==> src/rtl/tcw_pkg.sv <==
// ----------------------------------------------------------------------------
// Text console writer package
// Geometry, character codes, beat types and state encodings.
// ----------------------------------------------------------------------------
package tcw_pkg;

   // Screen geometry
   localparam int COLUMNS    = 80;
   localparam int ROWS       = 25;
   localparam int TAB_SPACES = 5;
   localparam int CELLS      = COLUMNS * ROWS;

   // Field widths
   localparam int CHAR_W  = 8;
   localparam int IDX_W   = 11;
   localparam int ROW_W   = 5;
   localparam int COL_W   = 7;
   localparam int POS_W   = 11;
   localparam int COLOR_W = 4;
   localparam int CELL_W  = 2 * COLOR_W + CHAR_W;
   localparam int ADDR_W  = $clog2(CELLS);
   localparam int TAB_W   = $clog2(TAB_SPACES + 1);

   // Command queue between front and back
   localparam int QUEUE_DEPTH = 2;
   localparam int QPTR_W      = $clog2(QUEUE_DEPTH);
   localparam int QCNT_W      = $clog2(QUEUE_DEPTH + 1);

   // Control register port
   localparam int CSR_IDX_W = 2;
   localparam logic [CSR_IDX_W-1:0] CSR_FG_COLOR = 2'd0;
   localparam logic [CSR_IDX_W-1:0] CSR_BG_COLOR = 2'd1;
   localparam logic [COLOR_W-1:0]   FG_RESET     = 4'd7;
   localparam logic [COLOR_W-1:0]   BG_RESET     = 4'd0;

   // Character codes
   localparam logic [CHAR_W-1:0] CH_NEWLINE = 8'h0A;
   localparam logic [CHAR_W-1:0] CH_RETURN  = 8'h0D;
   localparam logic [CHAR_W-1:0] CH_TAB     = 8'h09;
   localparam logic [CHAR_W-1:0] CH_BACK    = 8'h1B;
   localparam logic [CHAR_W-1:0] CH_SPACE   = 8'h20;

   // Operation codes of the input beat
   localparam logic OP_PUT  = 1'b0;
   localparam logic OP_READ = 1'b1;

   typedef struct packed {
      logic              opcode;
      logic [CHAR_W-1:0] char_code;
      logic [IDX_W-1:0]  cell_index;
   } req_type;

   typedef struct packed {
      logic [ROW_W-1:0]  cursor_row;
      logic [COL_W-1:0]  cursor_col;
      logic [POS_W-1:0]  write_pos;
      logic [CELL_W-1:0] cell_data;
   } rsp_type;

   typedef enum logic [2:0] {
      CMD_READ,
      CMD_NEWLINE,
      CMD_RETURN,
      CMD_TAB,
      CMD_BACK,
      CMD_PLAIN
   } cmd_kind_type;

   typedef struct packed {
      cmd_kind_type      kind;
      logic [CHAR_W-1:0] char_code;
      logic [ADDR_W-1:0] cell_addr;
      logic              in_range;
   } cmd_type;

   typedef struct packed {
      logic full;
      logic valid;
   } queue_status_type;

   typedef enum logic [2:0] {
      ST_INIT,
      ST_IDLE,
      ST_READ,
      ST_TAB,
      ST_SCROLL,
      ST_CLRROW
   } back_state_type;

endpackage

==> src/rtl/tcw_queue.sv <==
// ----------------------------------------------------------------------------
// Text console writer command queue
// Short FIFO that decouples the front end from the back end.
// ----------------------------------------------------------------------------
module tcw_queue
   import tcw_pkg::*;
(
   input  logic             clock,
   input  logic             reset,
   input  logic             push,
   input  cmd_type          push_cmd,
   input  logic             pop,
   output queue_status_type q_status,
   output cmd_type          head
);

   cmd_type           slot_ff [QUEUE_DEPTH];
   logic [QPTR_W-1:0] wr_ptr_ff;
   logic [QPTR_W-1:0] rd_ptr_ff;
   logic [QCNT_W-1:0] count_ff;
   logic [QPTR_W-1:0] wr_ptr_in;
   logic [QPTR_W-1:0] rd_ptr_in;
   logic [QCNT_W-1:0] count_in;

   assign q_status.full  = (count_ff == QCNT_W'(QUEUE_DEPTH));
   assign q_status.valid = (count_ff != '0);
   assign head           = slot_ff[rd_ptr_ff];

   // Advance pointers and count
   always_comb begin
      wr_ptr_in = wr_ptr_ff;
      rd_ptr_in = rd_ptr_ff;
      count_in  = count_ff;
      if (push) begin
         wr_ptr_in = (wr_ptr_ff == QPTR_W'(QUEUE_DEPTH - 1)) ? '0 : wr_ptr_ff + 1'b1;
      end
      if (pop) begin
         rd_ptr_in = (rd_ptr_ff == QPTR_W'(QUEUE_DEPTH - 1)) ? '0 : rd_ptr_ff + 1'b1;
      end
      if (push && !pop) begin
         count_in = count_ff + 1'b1;
      end else if (pop && !push) begin
         count_in = count_ff - 1'b1;
      end
   end

   always_ff @(posedge clock) begin
      if (reset) begin
         wr_ptr_ff <= '0;
         rd_ptr_ff <= '0;
         count_ff  <= '0;
      end else begin
         wr_ptr_ff <= wr_ptr_in;
         rd_ptr_ff <= rd_ptr_in;
         count_ff  <= count_in;
      end
   end

   // Store the incoming beat
   always_ff @(posedge clock) begin
      if (push) begin
         slot_ff[wr_ptr_ff] <= push_cmd;
      end
   end

endmodule

==> config.mk <==
export PLATFORM = sky130hd
export DESIGN_NAME = tcw_queue
export DESIGN_NICKNAME = d
export VERILOG_FILES = /design/src/rtl/tcw_pkg.sv /design/src/rtl/tcw_queue.sv
export SDC_FILE = /design/constraint.sdc
export NUM_CORES = 1
export LEC_CHECK = 0
export BUFFER_PORTS_ARGS = -buffer_cell sky130_fd_sc_hd__buf_4
export CAP_MARGIN = 20
export CORE_MARGIN = 4
export CORE_UTILIZATION = 50
export DETAILED_ROUTE_END_ITERATION = 7
export GPL_TIMING_DRIVEN = 0
export PLACE_DENSITY_LB_ADDON = 0.3
export RECOVER_POWER = 25
export SLEW_MARGIN = 20
export SYNTH_ARGS = -nofsm -noshare
export SYNTH_HDL_FRONTEND = slang
export SYNTH_SLANG_ARGS = --single-unit
==> constraint.sdc <==
create_clock -name clock -period 3.4 [get_ports clock]
set_input_delay 0.51 -clock clock [delete_from_list [all_inputs] [get_ports clock]]
set_output_delay 0.51 -clock clock [all_outputs]
set_load 0.02 [all_outputs]
==> key figures <==
Synth
  • Synth top area cells: edfxtp_1 74%, mux2_2 14%, dfxtp_1 5.4%
  • Synthesis Warnings: 0
  • Largest area contributor in the netlist: edfxtp_1
  • Synth Net Count: roughly 120
  • Yosys top cell area share: 0.740
  • Sequential area share after synthesis: 0.794
  • Synthesized area: 1870 µm²
  • Yosys cell types: 16
  • Post-Syn Area per Cell: 20.1 µm²
  • Mapped Cells: 93
  • #FFs+latches synth: 51

Global routing
  • All-Layer GR Usage: 0.131
  • Vias in the first global route: between 1000 and 1500
  • GRT overflow: 0
  • Largest net degree at the start of global routing: 24
  • First-pass GRT wire length: 4.88 mm
  • Initial antenna violation count: 0

Placed design
  • RD Place Congestion: 0.691
  • PortBufs: between 50 and 60
  • Dpl cells: between 150 and 200
  • Final HPWL DP: ~2.1 mm
  • Placed Area: about 2300 µm²
  • Pre-CTS setup slack: about 1.5 ns

Pwr
  • Max VDD drop: approximately 360 µV
  • PD cells: around 560 nW/µm²
  • Leakage power: about 0.93 nW

Clock network
  • H-Tree Depth: 2
  • Post-CTS Setup Bufs: 0
  • # resized after CTS: 0
  • Clk slew on worst S/H paths: 0.08 ns
  • TritonCTS clock tree: built
  • Clk sink count: 51
  • Root Driver: clkbuf_8
  • # hold bufs at CTS: 0
  • Clock buffer depth: 2
  • Num CTS Buffers: 5
  • Skew-Pair Late Insertion Delay: between 0.2 and 0.3 ns

Timing
  • Setup Total Neg Slack: 0 ns
  • RSZ-0062 raised after global routing: false
  • Worst relative slew slack: 0.568
  • Worst slew pin tran: ~0.65 ns
  • Fin crit period: 1.96 ns
  • Final worst setup slack: 1.44 ns
  • Final hold slack: between 0.4 and 0.5 ns
  • Fin. max-slew vios: 0
  • Final Hold Vio Count: 0
  • Skew final: between 0.002 and 0.003 ns
  • Crit share post-route: 0.578
  • Setup-failing EPs final: 0
  • F_max: approximately 0.51 GHz

Min path
  • Worst Hold Class: primary input to flop

Drt
  • DR DRC count: 0
  • Via density: roughly 4.9
  • Drt wl/cell: ~15 µm
  • First DRT Iteration DRCs: 33
  • Final wirelength: around 3.0 mm
  • Drt first pass iters: 4
  • Routed vias: 972
  • Final ANT Viol Nets: 0

Floorplan
  • Initial Utilization: 0.538
  • Die area: 4770 µm²
  • # rows: 21
  • Die Y: ~70 µm
  • Die Wd: around 69 µm
  • Core Area: approximately 3500 µm²
  • Io pins: 52

Worst setup path
  • Required time of the critical path: a little under 3 ns
  • Crit path kind: flop to output port
  • Crit-path max FO: 10
  • CP arrival: about 1.5 ns
  • Crit. End Element: output port
  • CP Launch Type: flop

Run
  • Number of max-cap violations: 0

Final layout
  • Area grow syn2layout: 30.2%
  • Most frequent cells in the layout: 46 x edfxtp_1, 37 x buf_4, 23 x mux2_2, 14 x clkbuf_4
  • Share of layout cells above drive strength 1: 0.556
  • Nets: 180
  • Layout Cells excl Fill: about 200
  • Commonest non-fill, non-tap cell in the layout: edfxtp_1
  • Fin area: 2430 µm²
  • ANT cells: 0

Outcome
  • Status: finished clean
-- area by class of cell --
| cell class | instances | area (µm²) |
|---|---|---|
| Buffer | 2 | 15.0 |
| Clock buffer | 5 | 68.8 |
| Clock inverter | 3 | 38.8 |
| Fill cell | 230 | 1040 |
| Inverter | 1 | 3.75 |
| Multi-Input combinational cell | 39 | 373 |
| Sequential cell | 51 | 1480 |
| Tap cell | 46 | 57.6 |
| Timing Repair Buffer | 52 | 390 |
-- worst max-delay path: stages, from the launching register on --
cell	delay [ns]
dfxtp_1	0.42
buf_4	0.23
mux2_2	0.36
buf_4	0.16
-- final timing paths --
check | startpoint | slack [ns] | cells past startpoint | endpoint
worst max-delay path | flop | 1.44 | 3 | head[6]
worst min-delay path | push_cmd[2] | 0.41 | 1 | slot_ff[0][2]$_DFFE_PP_
worst max register to register | wr_ptr_ff$_SDFFE_PP0P_ | 1.97 | 2 | slot_ff[1][14]$_DFFE_PP_
worst min register to register | count_ff[1]$_SDFFE_PP0P_ | 0.51 | 2 | count_ff[1]$_SDFFE_PP0P_
-- report_power, final --
group	total (mW)	internal, mW	leakage (nW)	switching (mW)
Combinational	0.213	0.106	0.400	0.108
Sequential	0.743	0.728	0.473	0.0147
Clock	0.393	0.215	0.0556	0.177
Total	1.35	1.05	0.929	0.299
-- routing by layer --
| metal | part of all wire | wire (µm) | track usage |
|---|---|---|---|
| met1 | 0.34 | 1000 | 0.136 |
| met2 | 0.59 | 1760 | 0.247 |
| met3 | 0.071 | 213 | 0.0422 |
| met4 | 0.0063 | 19 | 0.0390 |
| met5 | 0 | 0 | 0 |
-- Yosys cell counts --
cell,n
a21oi_1,1
and2_1,1
and2b_2,1
buf_4,2
dfxtp_1,5
edfxtp_1,46
ha_1,1
inv_1,1
mux2_2,23
nor2_1,4
nor2b_1,1
o21ai_0,1
or2_2,1
or3_1,1
xnor2_1,2
xor2_1,2
-- state kept, by name, indices dropped and copies added (netlist names), named ones only --
name / flops
wr_ptr_ff: 1
rd_ptr_ff: 1
count_ff: 2
slot_ff: 46
-- through the flow --
| stage | utilization | power, mW |
|---|---|---|
| floorplan | - | 0.874 |
| global placement | 0.665 | 0.963 |
| detailed placement | 0.667 | 0.974 |
| CTS | 0.698 | 1.36 |
| global route | 0.700 | 1.40 |
| finish | 0.700 | 1.35 |
-- cells by family after synthesis --
| kind of cell | after synthesis | share of synthesized area |
|---|---|---|
| buffers and inverters | 3 | 0.0101 |
| XOR/XNOR | 4 | 0.0188 |
| AO/OA/AOI/OAI | 2 | 0.00536 |
| multiplexers | 23 | 0.139 |
| AND/OR/NAND/NOR | 9 | 0.0262 |
| flip-flops | 51 | 0.794 |
| adder cells (fa/ha/maj) | 1 | 0.00671 |
No activity file was read; power rests on OpenSTA's default activity.
