==> src/rtl/tcw_pkg.sv <==
// ----------------------------------------------------------------------------
// Text console writer package
// Geometry, character codes, beat types and state encodings.
// ----------------------------------------------------------------------------
package tcw_pkg;

   // Screen geometry
   localparam int COLUMNS    = 80;
   localparam int ROWS       = 25;
   localparam int TAB_SPACES = 5;
   localparam int CELLS      = COLUMNS * ROWS;

   // Field widths
   localparam int CHAR_W  = 8;
   localparam int IDX_W   = 11;
   localparam int ROW_W   = 5;
   localparam int COL_W   = 7;
   localparam int POS_W   = 11;
   localparam int COLOR_W = 4;
   localparam int CELL_W  = 2 * COLOR_W + CHAR_W;
   localparam int ADDR_W  = $clog2(CELLS);
   localparam int TAB_W   = $clog2(TAB_SPACES + 1);

   // Command queue between front and back
   localparam int QUEUE_DEPTH = 2;
   localparam int QPTR_W      = $clog2(QUEUE_DEPTH);
   localparam int QCNT_W      = $clog2(QUEUE_DEPTH + 1);

   // Control register port
   localparam int CSR_IDX_W = 2;
   localparam logic [CSR_IDX_W-1:0] CSR_FG_COLOR = 2'd0;
   localparam logic [CSR_IDX_W-1:0] CSR_BG_COLOR = 2'd1;
   localparam logic [COLOR_W-1:0]   FG_RESET     = 4'd7;
   localparam logic [COLOR_W-1:0]   BG_RESET     = 4'd0;

   // Character codes
   localparam logic [CHAR_W-1:0] CH_NEWLINE = 8'h0A;
   localparam logic [CHAR_W-1:0] CH_RETURN  = 8'h0D;
   localparam logic [CHAR_W-1:0] CH_TAB     = 8'h09;
   localparam logic [CHAR_W-1:0] CH_BACK    = 8'h1B;
   localparam logic [CHAR_W-1:0] CH_SPACE   = 8'h20;

   // Operation codes of the input beat
   localparam logic OP_PUT  = 1'b0;
   localparam logic OP_READ = 1'b1;

   typedef struct packed {
      logic              opcode;
      logic [CHAR_W-1:0] char_code;
      logic [IDX_W-1:0]  cell_index;
   } req_type;

   typedef struct packed {
      logic [ROW_W-1:0]  cursor_row;
      logic [COL_W-1:0]  cursor_col;
      logic [POS_W-1:0]  write_pos;
      logic [CELL_W-1:0] cell_data;
   } rsp_type;

   typedef enum logic [2:0] {
      CMD_READ,
      CMD_NEWLINE,
      CMD_RETURN,
      CMD_TAB,
      CMD_BACK,
      CMD_PLAIN
   } cmd_kind_type;

   typedef struct packed {
      cmd_kind_type      kind;
      logic [CHAR_W-1:0] char_code;
      logic [ADDR_W-1:0] cell_addr;
      logic              in_range;
   } cmd_type;

   typedef struct packed {
      logic full;
      logic valid;
   } queue_status_type;

   typedef enum logic [2:0] {
      ST_INIT,
      ST_IDLE,
      ST_READ,
      ST_TAB,
      ST_SCROLL,
      ST_CLRROW
   } back_state_type;

endpackage

==> src/rtl/tcw_front.sv <==
// ----------------------------------------------------------------------------
// Text console writer front end
// Accepts request beats, classifies them and hands them to the queue.
// ----------------------------------------------------------------------------
module tcw_front
   import tcw_pkg::*;
(
   input  logic             clock,
   input  logic             reset,
   input  logic             start,
   input  req_type          req_item,
   input  logic             initializing,
   input  queue_status_type q_status,
   output logic             busy,
   output logic             push,
   output cmd_type          push_cmd
);

   logic    valid_ff;
   logic    valid_in;
   cmd_type cmd_ff;
   cmd_type cmd_in;
   logic    accept;

   // Hold off new beats in reset, while clearing, and while the held command cannot move on
   assign busy     = reset | initializing | (valid_ff & q_status.full);
   assign accept   = start & ~busy;
   assign push     = valid_ff & ~q_status.full;
   assign push_cmd = cmd_ff;
   assign valid_in = accept | (valid_ff & q_status.full);

   // Classify the request
   always_comb begin
      cmd_in.char_code = req_item.char_code;
      cmd_in.cell_addr = req_item.cell_index[ADDR_W-1:0];
      cmd_in.in_range  = (req_item.cell_index < IDX_W'(CELLS));
      if (req_item.opcode == OP_READ) begin
         cmd_in.kind = CMD_READ;
      end else begin
         unique case (req_item.char_code)
            CH_NEWLINE: cmd_in.kind = CMD_NEWLINE;
            CH_RETURN:  cmd_in.kind = CMD_RETURN;
            CH_TAB:     cmd_in.kind = CMD_TAB;
            CH_BACK:    cmd_in.kind = CMD_BACK;
            default:    cmd_in.kind = CMD_PLAIN;
         endcase
      end
   end

   always_ff @(posedge clock) begin
      if (reset) begin
         valid_ff <= 1'b0;
      end else begin
         valid_ff <= valid_in;
      end
   end

   // Load the payload on accept
   always_ff @(posedge clock) begin
      if (accept) begin
         cmd_ff <= cmd_in;
      end
   end

endmodule

==> config.mk <==
export PLATFORM = sky130hd
export DESIGN_NAME = tcw_front
export DESIGN_NICKNAME = d
export VERILOG_FILES = /design/src/rtl/tcw_pkg.sv /design/src/rtl/tcw_front.sv
export SDC_FILE = /design/constraint.sdc
export NUM_CORES = 1
export LEC_CHECK = 0
export BUFFER_PORTS_ARGS = -buffer_cell sky130_fd_sc_hd__buf_4
export CORE_MARGIN = 4
export CORE_UTILIZATION = 41
export DETAILED_ROUTE_END_ITERATION = 6
export PLACE_DENSITY = 0.84
export SYNTH_ARGS = -nofsm -noshare
export SYNTH_HDL_FRONTEND = slang
export SYNTH_SLANG_ARGS = --single-unit
==> constraint.sdc <==
create_clock -name clock -period 2.2 [get_ports clock]
set_clock_uncertainty 0.2 [all_clocks]
set_input_delay 0.11 -clock clock [delete_from_list [all_inputs] [get_ports clock]]
set_output_delay 0.11 -clock clock [all_outputs]
set_load 0.01 [all_outputs]
==> run_results.csv, run 1 <==
group,metric,value,unit
synth,netlist_instances,43,
floorplan,die_h,53.3,um
worst_setup_path,worstPathArrival,1340,ps
synth,syn-cell-area,842,um2
route,detail_route.vias_per_cell,4.71,
clock_tree,numCtsBuffers,3,
worst_setup_path,slowest_stage,"dlygate4sd3_1",
synth,synth_area_per_cell,19.6,um2
route,first_iter_violations,8,
clock_tree,path_clk_slew,120,ps
sta,fmax,645,MHz
placement,hpwlAfterDp,1330,um
pwr,ir_worst_vdd,373,uV
grt,grt_pass1_vias,691,
clock_tree,clock_latency,300,ps
route,drt-total-wl,2270,um
clock_tree,cts_resized,0,
cells_and_area,drive_above_1_share,46.2,%
route,first_pass_iters,2,
sta,rsz0062_at_grt,"false",
cells_and_area,finalNetCount,146,
floorplan,rows,16,
worst_setup_path,slowest_delay,540,ps
pwr,power_density,552,nW/um2
sta,holdWs,268,ps
worst_setup_path,start_kind,"input pin",
worst_setup_path,path_buf_inv,3,
clock_tree,cts_tree,"built",
route,wl_per_cell,15.6,um
floorplan,io-pin-count,51,
cells_and_area,syn_to_final_growth,77.9,%
worst_setup_path,endpoint_kind,"register",
cells_and_area,seqCellArea,711,um2
placement,place_worst_setup_slack,845,ps
sta,finalMaxSlewViolations,0,
worst_setup_path,cp.required,1990,ps
placement,place_inst,120,
cells_and_area,diodes,0,
worst_setup_path,cpLargestDelayFamily,"buffers and inverters",
sta,hold_viol_final,0,
grt,grtUsageTotal,16.4,%
worst_setup_path,crit_top_cell,"buf_4",
flow_run,max_cap_violations,0,
worst_setup_path,cp_max_fo,23,
synth,syn_nets,69,
route,vias,687,
route,drc,0,
floorplan,start_util,42.9,%
synth,yosysSeqAreaShare,84.4,%
clock_tree,cts_num_sinks,24,
status,status,"complete, no violations",
clock_tree,max-clock-path-buffers,2,
cells_and_area,multi_input_area,131,um2
sta,fin_crit,1550,ps
sta,finalSetupTns,0,ps
synth,synth_cell_types,14,
cells_and_area,nFillCells,119,
cells_and_area,stdcell_count,146,
sta,worst_pin_slew,286,ps
floorplan,dieArea,2840,um2
grt,grt_pass1_wl,3200,um
placement,globalplace.congestion,0.725,
synth,ys.warnings.count,0,
grt,antenna_found_initial,0,
sta,finalWorstSetupSlack,650,ps
sta,setup_violations,0,
sta,relSlewSlack,80.8,%
clock_tree,htree_num_levels,1,
placement,io_buffers,49,
route,drtAntennaViolNets,0,
grt,grt_start_max_net_pins,24,
grt,grt_overflow,0,
pwr,p_leak,0.615,nW
sta,finalCritPeriodShare,70.5,%
worst_setup_path,crit_chain,"dlygate4sd3_1, buf_4, nor2_1, and3_1, buf_4",
worst_hold_path,min_path_type,"in2reg",
floorplan,die_x,53.3,um
pwr,finalPower,0.826,mW
worst_setup_path,worstSetupPathType,"in2reg",
floorplan,core_area,1960,um2
synth,synth-seq-cells,24,
clock_tree,root_buffer,"clkbuf_4",
## path summary, 6_finish.rpt
check        slack [ps]  startpoint            to  cells after the start
max                 650       reset   push_cmd[6]                      5
min                 270       start  push_cmd[11]                      3
max reg2reg         830    valid_ff   push_cmd[6]                      3
min reg2reg         800    valid_ff  push_cmd[11]                      3
## cell usage in the layout, fill, tap and decap left out
cell,n
clkbuf_4,3
clkinv_1,1
nand2b_1,3
nor2_1,1
nor4_2,1
nand2_1,3
nor2b_1,1
o2111ai_1,1
edfxtp_1,23
and3_1,2
a31oi_1,1
buf_4,50
nor4_1,1
dlygate4sd3_1,22
a21oi_1,2
dfxtp_1,1
nor4b_2,1
mux2i_1,2
## worst reg2reg max path: stages (launching register included)
cell	delay, ps
dfxtp_1	330
nand2_1	90
and3_1	150
buf_4	290
## stage by stage
stage               cell area [um2]  util, %
floorplan                       842        -
global placement               1250     63.8
detailed placement             1250     63.8
CTS                            1500     76.3
global route                   1500     76.3
finish                         1500     76.3
## layout make-up
type	count	area share (%)
clock inverters	1	0.251
repair buffers	72	39.8
well taps	27	2.26
multi-input cells	19	8.77
clock buffers	3	1.50
flip-flops and latches	24	47.5
## state kept, by name, indices dropped and copies added (netlist names)
register and cells:
push_cmd 23, valid_ff 1
## repair_timing
action / in CTS / in global routing
buffers inserted: 0 / 0
hold endpoints to repair: 24 / 0
hold buffers: 22 / 0
## report_power, final
part	internal [mW]	switching, mW
clock	0.0660	0.119
combinational	0.0755	0.0461
sequential	0.516	0.00388
## cells in the mapped netlist (all sizes together)
| master | instances | area share [%] |
|---|---|---|
| edfxtp | 23 | 82 |
| nand2 | 3 | 1.3 |
| nand2b | 3 | 2.2 |
| a21oi | 2 | 1.2 |
| and3 | 2 | 1.5 |
| mux2i | 2 | 2.4 |
| nor4 | 2 | 2.2 |
| a31oi | 1 | 0.74 |
| dfxtp | 1 | 2.4 |
| nor2 | 1 | 0.45 |
| nor2b | 1 | 0.74 |
| nor4b | 1 | 1.8 |
| o2111ai | 1 | 1.0 |
## logic make-up (layout without fill, tap and decap cells)
family | Yosys count | after routing | share of synthesized area, %
AND/OR/NAND/NOR | 13 | 13 | 10.3
multiplexers | 2 | 2 | 2.38
buffers and inverters | 0 | 76 | 0
AO/OA/AOI/OAI | 4 | 4 | 2.97
flip-flops | 24 | 24 | 84.4
## routing by layer
| metal | GRT usage, % | share of wire, % | vias up |
|---|---|---|---|
| met2 | 32.2 | 55 | 39 |
| met4 | 7.66 | 2.1 | 0 |
| met5 | 0 | 0 | - |
| met1 | 15.6 | 35 | 317 |
| met3 | 3.38 | 7.6 | 6 |
| li1 | - | - | 325 |
Power figures use the tool's default switching activity.
==> run 2, diff against run 1 <==
clock period = 1.6 ns   (was 2.2 ns; I/O delays follow)
==> run_results.csv, run 2 (synthesis results as in run 1) <==
group,metric,value,unit
status,status,"complete, no violations",
sta,worst_pin_slew,233,ps
grt,grt_pass1_wl,3370,um
placement,hpwlAfterDp,1330,um
worst_setup_path,cp.required,1410,ps
sta,fin_crit,1500,ps
route,drtAntennaViolNets,0,
cells_and_area,diodes,0,
route,drt-total-wl,2340,um
pwr,ir_worst_vdd,668,uV
clock_tree,htree_num_levels,1,
cells_and_area,fin_area,1510,um2
route,first_pass_iters,4,
floorplan,io-pin-count,51,
grt,grt_pass1_vias,680,
sta,finalCritPeriodShare,93.5,%
floorplan,rows,16,
grt,antenna_found_initial,0,
grt,grt_overflow,0,
sta,finalMaxSlewViolations,0,
worst_setup_path,cp_max_fo,23,
cells_and_area,nFillCells,111,
floorplan,dieArea,2840,um2
pwr,p_leak,0.622,nW
placement,placed_area,1250,um2
clock_tree,cts_tree,"built",
flow_run,max_cap_violations,0,
worst_hold_path,min_path_type,"in2reg",
route,vias,690,
sta,setup_violations,0,
route,detail_route.vias_per_cell,4.73,
route,drc,0,
clock_tree,cts_num_sinks,24,
sta,hold_viol_final,0,
clock_tree,root_buffer,"clkbuf_4",
sta,holdWs,179,ps
placement,io_buffers,49,
worst_setup_path,r2r-start,"valid_ff",
worst_setup_path,r2r-end,"valid_ff",
floorplan,die_h,53.3,um
cells_and_area,syn_to_final_growth,79.5,%
clock_tree,clock_latency,320,ps
route,wl_per_cell,16.0,um
grt,grtUsageTotal,18.1,%
cells_and_area,final_cell_mix,"49 x buf_4, 23 x edfxtp_1, 22 x dlygate4sd3_1",
route,first_iter_violations,14,
clock_tree,post_cts_buffers,0,
clock_tree,path_clk_slew,140,ps
worst_setup_path,worstSetupPathType,"in2reg",
pwr,power_density,795,nW/um2
cells_and_area,final_common_cell,"buf_4",
cells_and_area,drive_above_1_share,47.1,%
clock_tree,numCtsBuffers,3,
worst_hold_path,hold_depth,3,
worst_setup_path,endpoint_kind,"register",
cells_and_area,largest_reg_flops,23,
floorplan,core_area,1960,um2
worst_setup_path,start_kind,"input pin",
worst_setup_path,reg2regPathDepth,3,
sta,rsz0062_at_grt,"false",
placement,globalplace.congestion,0.728,
floorplan,die_x,53.3,um
cells_and_area,final_util,77.0,%
grt,grt_start_max_net_pins,24,
worst_setup_path,worstPathArrival,1310,ps
cells_and_area,finalNetCount,146,
sta,relSlewSlack,84.3,%
worst_setup_path,r2r_setup_slack,200,ps
clock_tree,max-clock-path-buffers,2,
worst_setup_path,crit_end,"push_cmd[1]",
worst_setup_path,cp-startpoint,"reset",
sta,fmax,669,MHz
floorplan,start_util,42.9,%
sta,finalSetupTns,0,ps
==> run 2: cell count changes in the layout (fill, tap and decap cells not counted) <==
cell	before	now
buf_4	50	49
buf_6	0	1
clkbuf_8	0	1
clkinv_1	1	0
==> run 2: timing repair <==
| item | 4_1_cts | 5_1_grt |
|---|---|---|
| hold endpoints to repair | 24 | 0 |
| setup endpoints to repair | 0 | 11 |
| resized for setup | 0 | 1 |
| hold buffers | 22 | 0 |
==> run 2: area by class of cell <==
class	count	area, um2	area share, %
multi-input cells	19	131	8.69
clock buffers	4	36.3	2.40
repair buffers	72	599	39.7
flip-flops and latches	24	711	47.0
well taps	27	33.8	2.24
==> run 2: how the worst min path moves through the flow <==
stage                      startpoint          end  slack, ps
after global placement          reset     valid_ff         50
after floorplan                 reset     valid_ff        -50
after detailed placement        reset     valid_ff         50
after global routing            start  push_cmd[0]        180
final                           start  push_cmd[0]        180
after CTS                 q_status[1]         push        210
==> run 2: power breakdown <==
part / internal [mW] / switching, mW / total, mW / leakage, nW
Sequential: 0.709 / 0.00566 / 0.715 / 0.219
Combinational: 0.105 / 0.0643 / 0.169 / 0.382
Clock: 0.139 / 0.179 / 0.318 / 0.0210
Total: 0.952 / 0.249 / 1.20 / 0.622
==> run 2: stage by stage <==
stage               cells  power (mW)  setup slack [ps]
floorplan              43       0.759              14.2
CTS                   146        1.19              99.7
global placement      120       0.844               290
detailed placement    120       0.848               258
global route          146        1.25              73.6
finish                146        1.20               105
==> run 2: critical path: stages <==
cell	delay [ps]
dlygate4sd3_1	530
buf_4	140
nor2_1	130
and3_1	200
buf_6	230
==> run 2: metal layers <==
metal,up-vias,wire length (um),global-route usage (%)
met5,-,0,0
met4,0,89,12.8
met3,8,181,3.94
met2,41,1240,32.9
met1,317,829,17.7
li1,324,-,-
==> run 3, diff against run 2 <==
ABC_AREA = 1   (was unset)
PLACE_DENSITY = 0.83   (was 0.84)
==> run_results.csv, run 3 <==
group,metric,value,unit
worst_setup_path,worstPathArrival,1580,ps
clock_tree,max-clock-path-buffers,2,
route,drtAntennaViolNets,0,
synth,yosysSeqAreaShare,82.3,%
placement,hpwlAfterDp,1490,um
worst_setup_path,crit_chain,"dlygate4sd3_1, buf_4, inv_1, nand4_1, o21ai_0, dlygate4sd3_1",
cells_and_area,diodes,0,
sta,hold_viol_final,0,
placement,placed_area,1280,um2
worst_setup_path,cpLargestDelayFamily,"buffers and inverters",
placement,globalplace.congestion,0.906,
clock_tree,cts_resized,0,
route,vias,728,
clock_tree,cts_tree,"built",
placement,io_buffers,49,
sta,setup_violations,0,
synth,yosysMostFrequentCell,"edfxtp_1",
sta,finalMaxSlewViolations,0,
synth,syn-cell-area,863,um2
pwr,p_leak,0.664,nW
grt,grt_pass1_wl,3310,um
sta,rsz0062_at_grt,"false",
route,first_pass_iters,4,
worst_setup_path,path_buf_inv,4,
cells_and_area,final_common_cell,"buf_4",
synth,synth_area_per_cell,14.9,um2
worst_setup_path,cp.depth,6,
sta,fin_crit,1530,ps
synth,yosys-top-cells-area,"edfxtp_1 80%, nand2_1 3.9%, nor2_1 3.5%, inv_1 2.6%, dfxtp_1 2.3%",
clock_tree,post_cts_buffers,0,
grt,grt_start_max_net_pins,15,
route,detail_route.vias_per_cell,4.49,
sta,worst_pin_slew,202,ps
cells_and_area,finalNetCount,162,
floorplan,rows,16,
sta,finalCritPeriodShare,95.5,%
pwr,power_frac_seq,62.9,%
worst_hold_path,hold_depth,4,
worst_setup_path,worstSetupPathType,"in2reg",
status,status,"complete, no violations",
pwr,p_switching,0.226,mW
pwr,p_comb_share,14.9,%
sta,fmax,655,MHz
route,wl_per_cell,13.3,um
cells_and_area,fin_area,1530,um2
sta,relSlewSlack,86.5,%
pwr,ir_worst_vdd,446,uV
grt,grt_pass1_vias,732,
synth,synthTopCellsByCount,"23 x edfxtp_1, 9 x nand2_1, 8 x nor2_1",
synth,syn_nets,84,
cells_and_area,drive_above_1_share,40.7,%
grt,busiest_layer,"met2",
cells_and_area,largest_reg_flops,23,
clock_tree,root_buffer,"clkbuf_4",
grt,grtUsageTotal,16.8,%
synth,async_flop_share,0,%
synth,synth_edf_count,23,
floorplan,die_x,53.9,um
synth,dominantRegCellSynth,"edfxtp_1",
synth,yosysTopAreaCell,"edfxtp_1",
synth,synth-seq-cells,24,
pwr,p_sw_share,19.9,%
worst_setup_path,reg2regPathDepth,4,
floorplan,die_h,53.9,um
route,first_iter_violations,4,
clock_tree,numCtsBuffers,3,
route,drc,0,
floorplan,io-pin-count,51,
grt,antenna_found_initial,0,
flow_run,max_cap_violations,0,
cells_and_area,final_cell_mix,"51 x buf_4, 23 x edfxtp_1, 22 x dlygate4sd3_1",
route,drt-total-wl,2150,um
worst_setup_path,slowest_stage,"dlygate4sd3_1",
worst_setup_path,cp.required,1650,ps
floorplan,start_util,43.6,%
synth,netlist_instances,58,
grt,globalRouteMet3Util,1.66,%
worst_setup_path,crit_top_cell,"dlygate4sd3_1",
synth,ys.warnings.count,0,
cells_and_area,syn_to_final_growth,76.8,%
grt,use_met2,33.1,%
worst_setup_path,r2r_setup_slack,130,ps
worst_setup_path,cp_max_fo,2,
floorplan,dieArea,2900,um2
clock_tree,clock_latency,300,ps
clock_tree,cts_num_sinks,24,
worst_setup_path,slowest_delay,560,ps
worst_hold_path,min_path_type,"in2reg",
worst_setup_path,start_kind,"input pin",
grt,grtUsageMet1,15.9,%
grt,grt_overflow,0,
synth,synth_cell_types,13,
clock_tree,htree_num_levels,1,
floorplan,core_area,1980,um2
clock_tree,path_clk_slew,110,ps
pwr,internal_power,0.910,mW
pwr,clkPwrFrac,22.3,%
sta,finalSetupTns,0,ps
pwr,power_density,744,nW/um2
worst_setup_path,endpoint_kind,"register",
synth,synth_top_area_share,80.0,%
[run 3: changes by cell type after synthesis, sizes merged, moves of 2 or more]
cell / change
nor2: +8
a21oi: -2
nand2b: -3
nor4: -2
nand2: +6
inv: +6
mux2i: -2
nand3: +4
[run 3: power by group through the flow]
stage / combinational [mW] / clock [mW] / sequential [mW]
2_1_floorplan: 0.0246 / 0 / 0.738
5_1_grt: 0.185 / 0.302 / 0.716
3_3_place_gp: 0.120 / 0 / 0.728
3_5_place_dp: 0.125 / 0 / 0.728
4_1_cts: 0.168 / 0.263 / 0.714
6_report: 0.169 / 0.253 / 0.714
[run 3: path summary, 6_finish.rpt]
kind / end / start
worst max-delay path: valid_ff / reset
worst min-delay path: push_cmd[16] / start
worst max register to register: valid_ff / valid_ff
worst min register to register: push_cmd[16] / valid_ff
[run 3: cell families (layout without fill, tap and decap cells)]
group,count (synthesis),after routing,synth area share (%)
DFF,24,24,82.3
and+or+nand+nor,25,25,12.5
AOI/OAI and AO/OA,2,2,1.59
buffers and inverters,6,83,2.61
xor gates and xnor gates,1,1,1.01
[run 3: cell type report]
type                       count  area [um2]
sequential                    24         711
timing repair buffer          73         603
fill                         128         455
multi-input combinational     28         130
tap                           27        33.8
clock buffer                   4        26.3
inverter                       6        22.5
[run 3: worst min-delay path, delay by kind of cell]
kind / cells / cell delay [ps]
buffers and inverters: 3 / 340
and+or+nand+nor: 1 / 110
[run 3: repair_timing]
action / 4_1_cts / 5_1_grt
setup endpoints to repair: 0 / 0
hold buffers: 22 / 0
endpoints found under the hold margin: 24 / 0
[run 3: routing by layer]
layer / up-vias / part of all wire, %
li1: 357 / -
met1: 327 / 33
met2: 39 / 56
met3: 5 / 9.0
met4: 0 / 2.4
met5: - / 0
[run 3: per-stage QoR]
| stage | hold WS [ps] | cells | util [%] | power [mW] | setup slack (ps) |
|---|---|---|---|---|---|
| final | 154 | 162 | 77.0 | 1.14 | 72.6 |
| after global routing | 151 | 162 | 77.0 | 1.20 | 36.6 |
| after CTS | 142 | 162 | 77.0 | 1.14 | 92.7 |
| after detailed placement | 60.2 | 136 | 64.6 | 0.853 | 298 |
| after global placement | 58.8 | 136 | 64.6 | 0.847 | 335 |
| after floorplan | -21.1 | 58 | - | 0.762 | 91.3 |
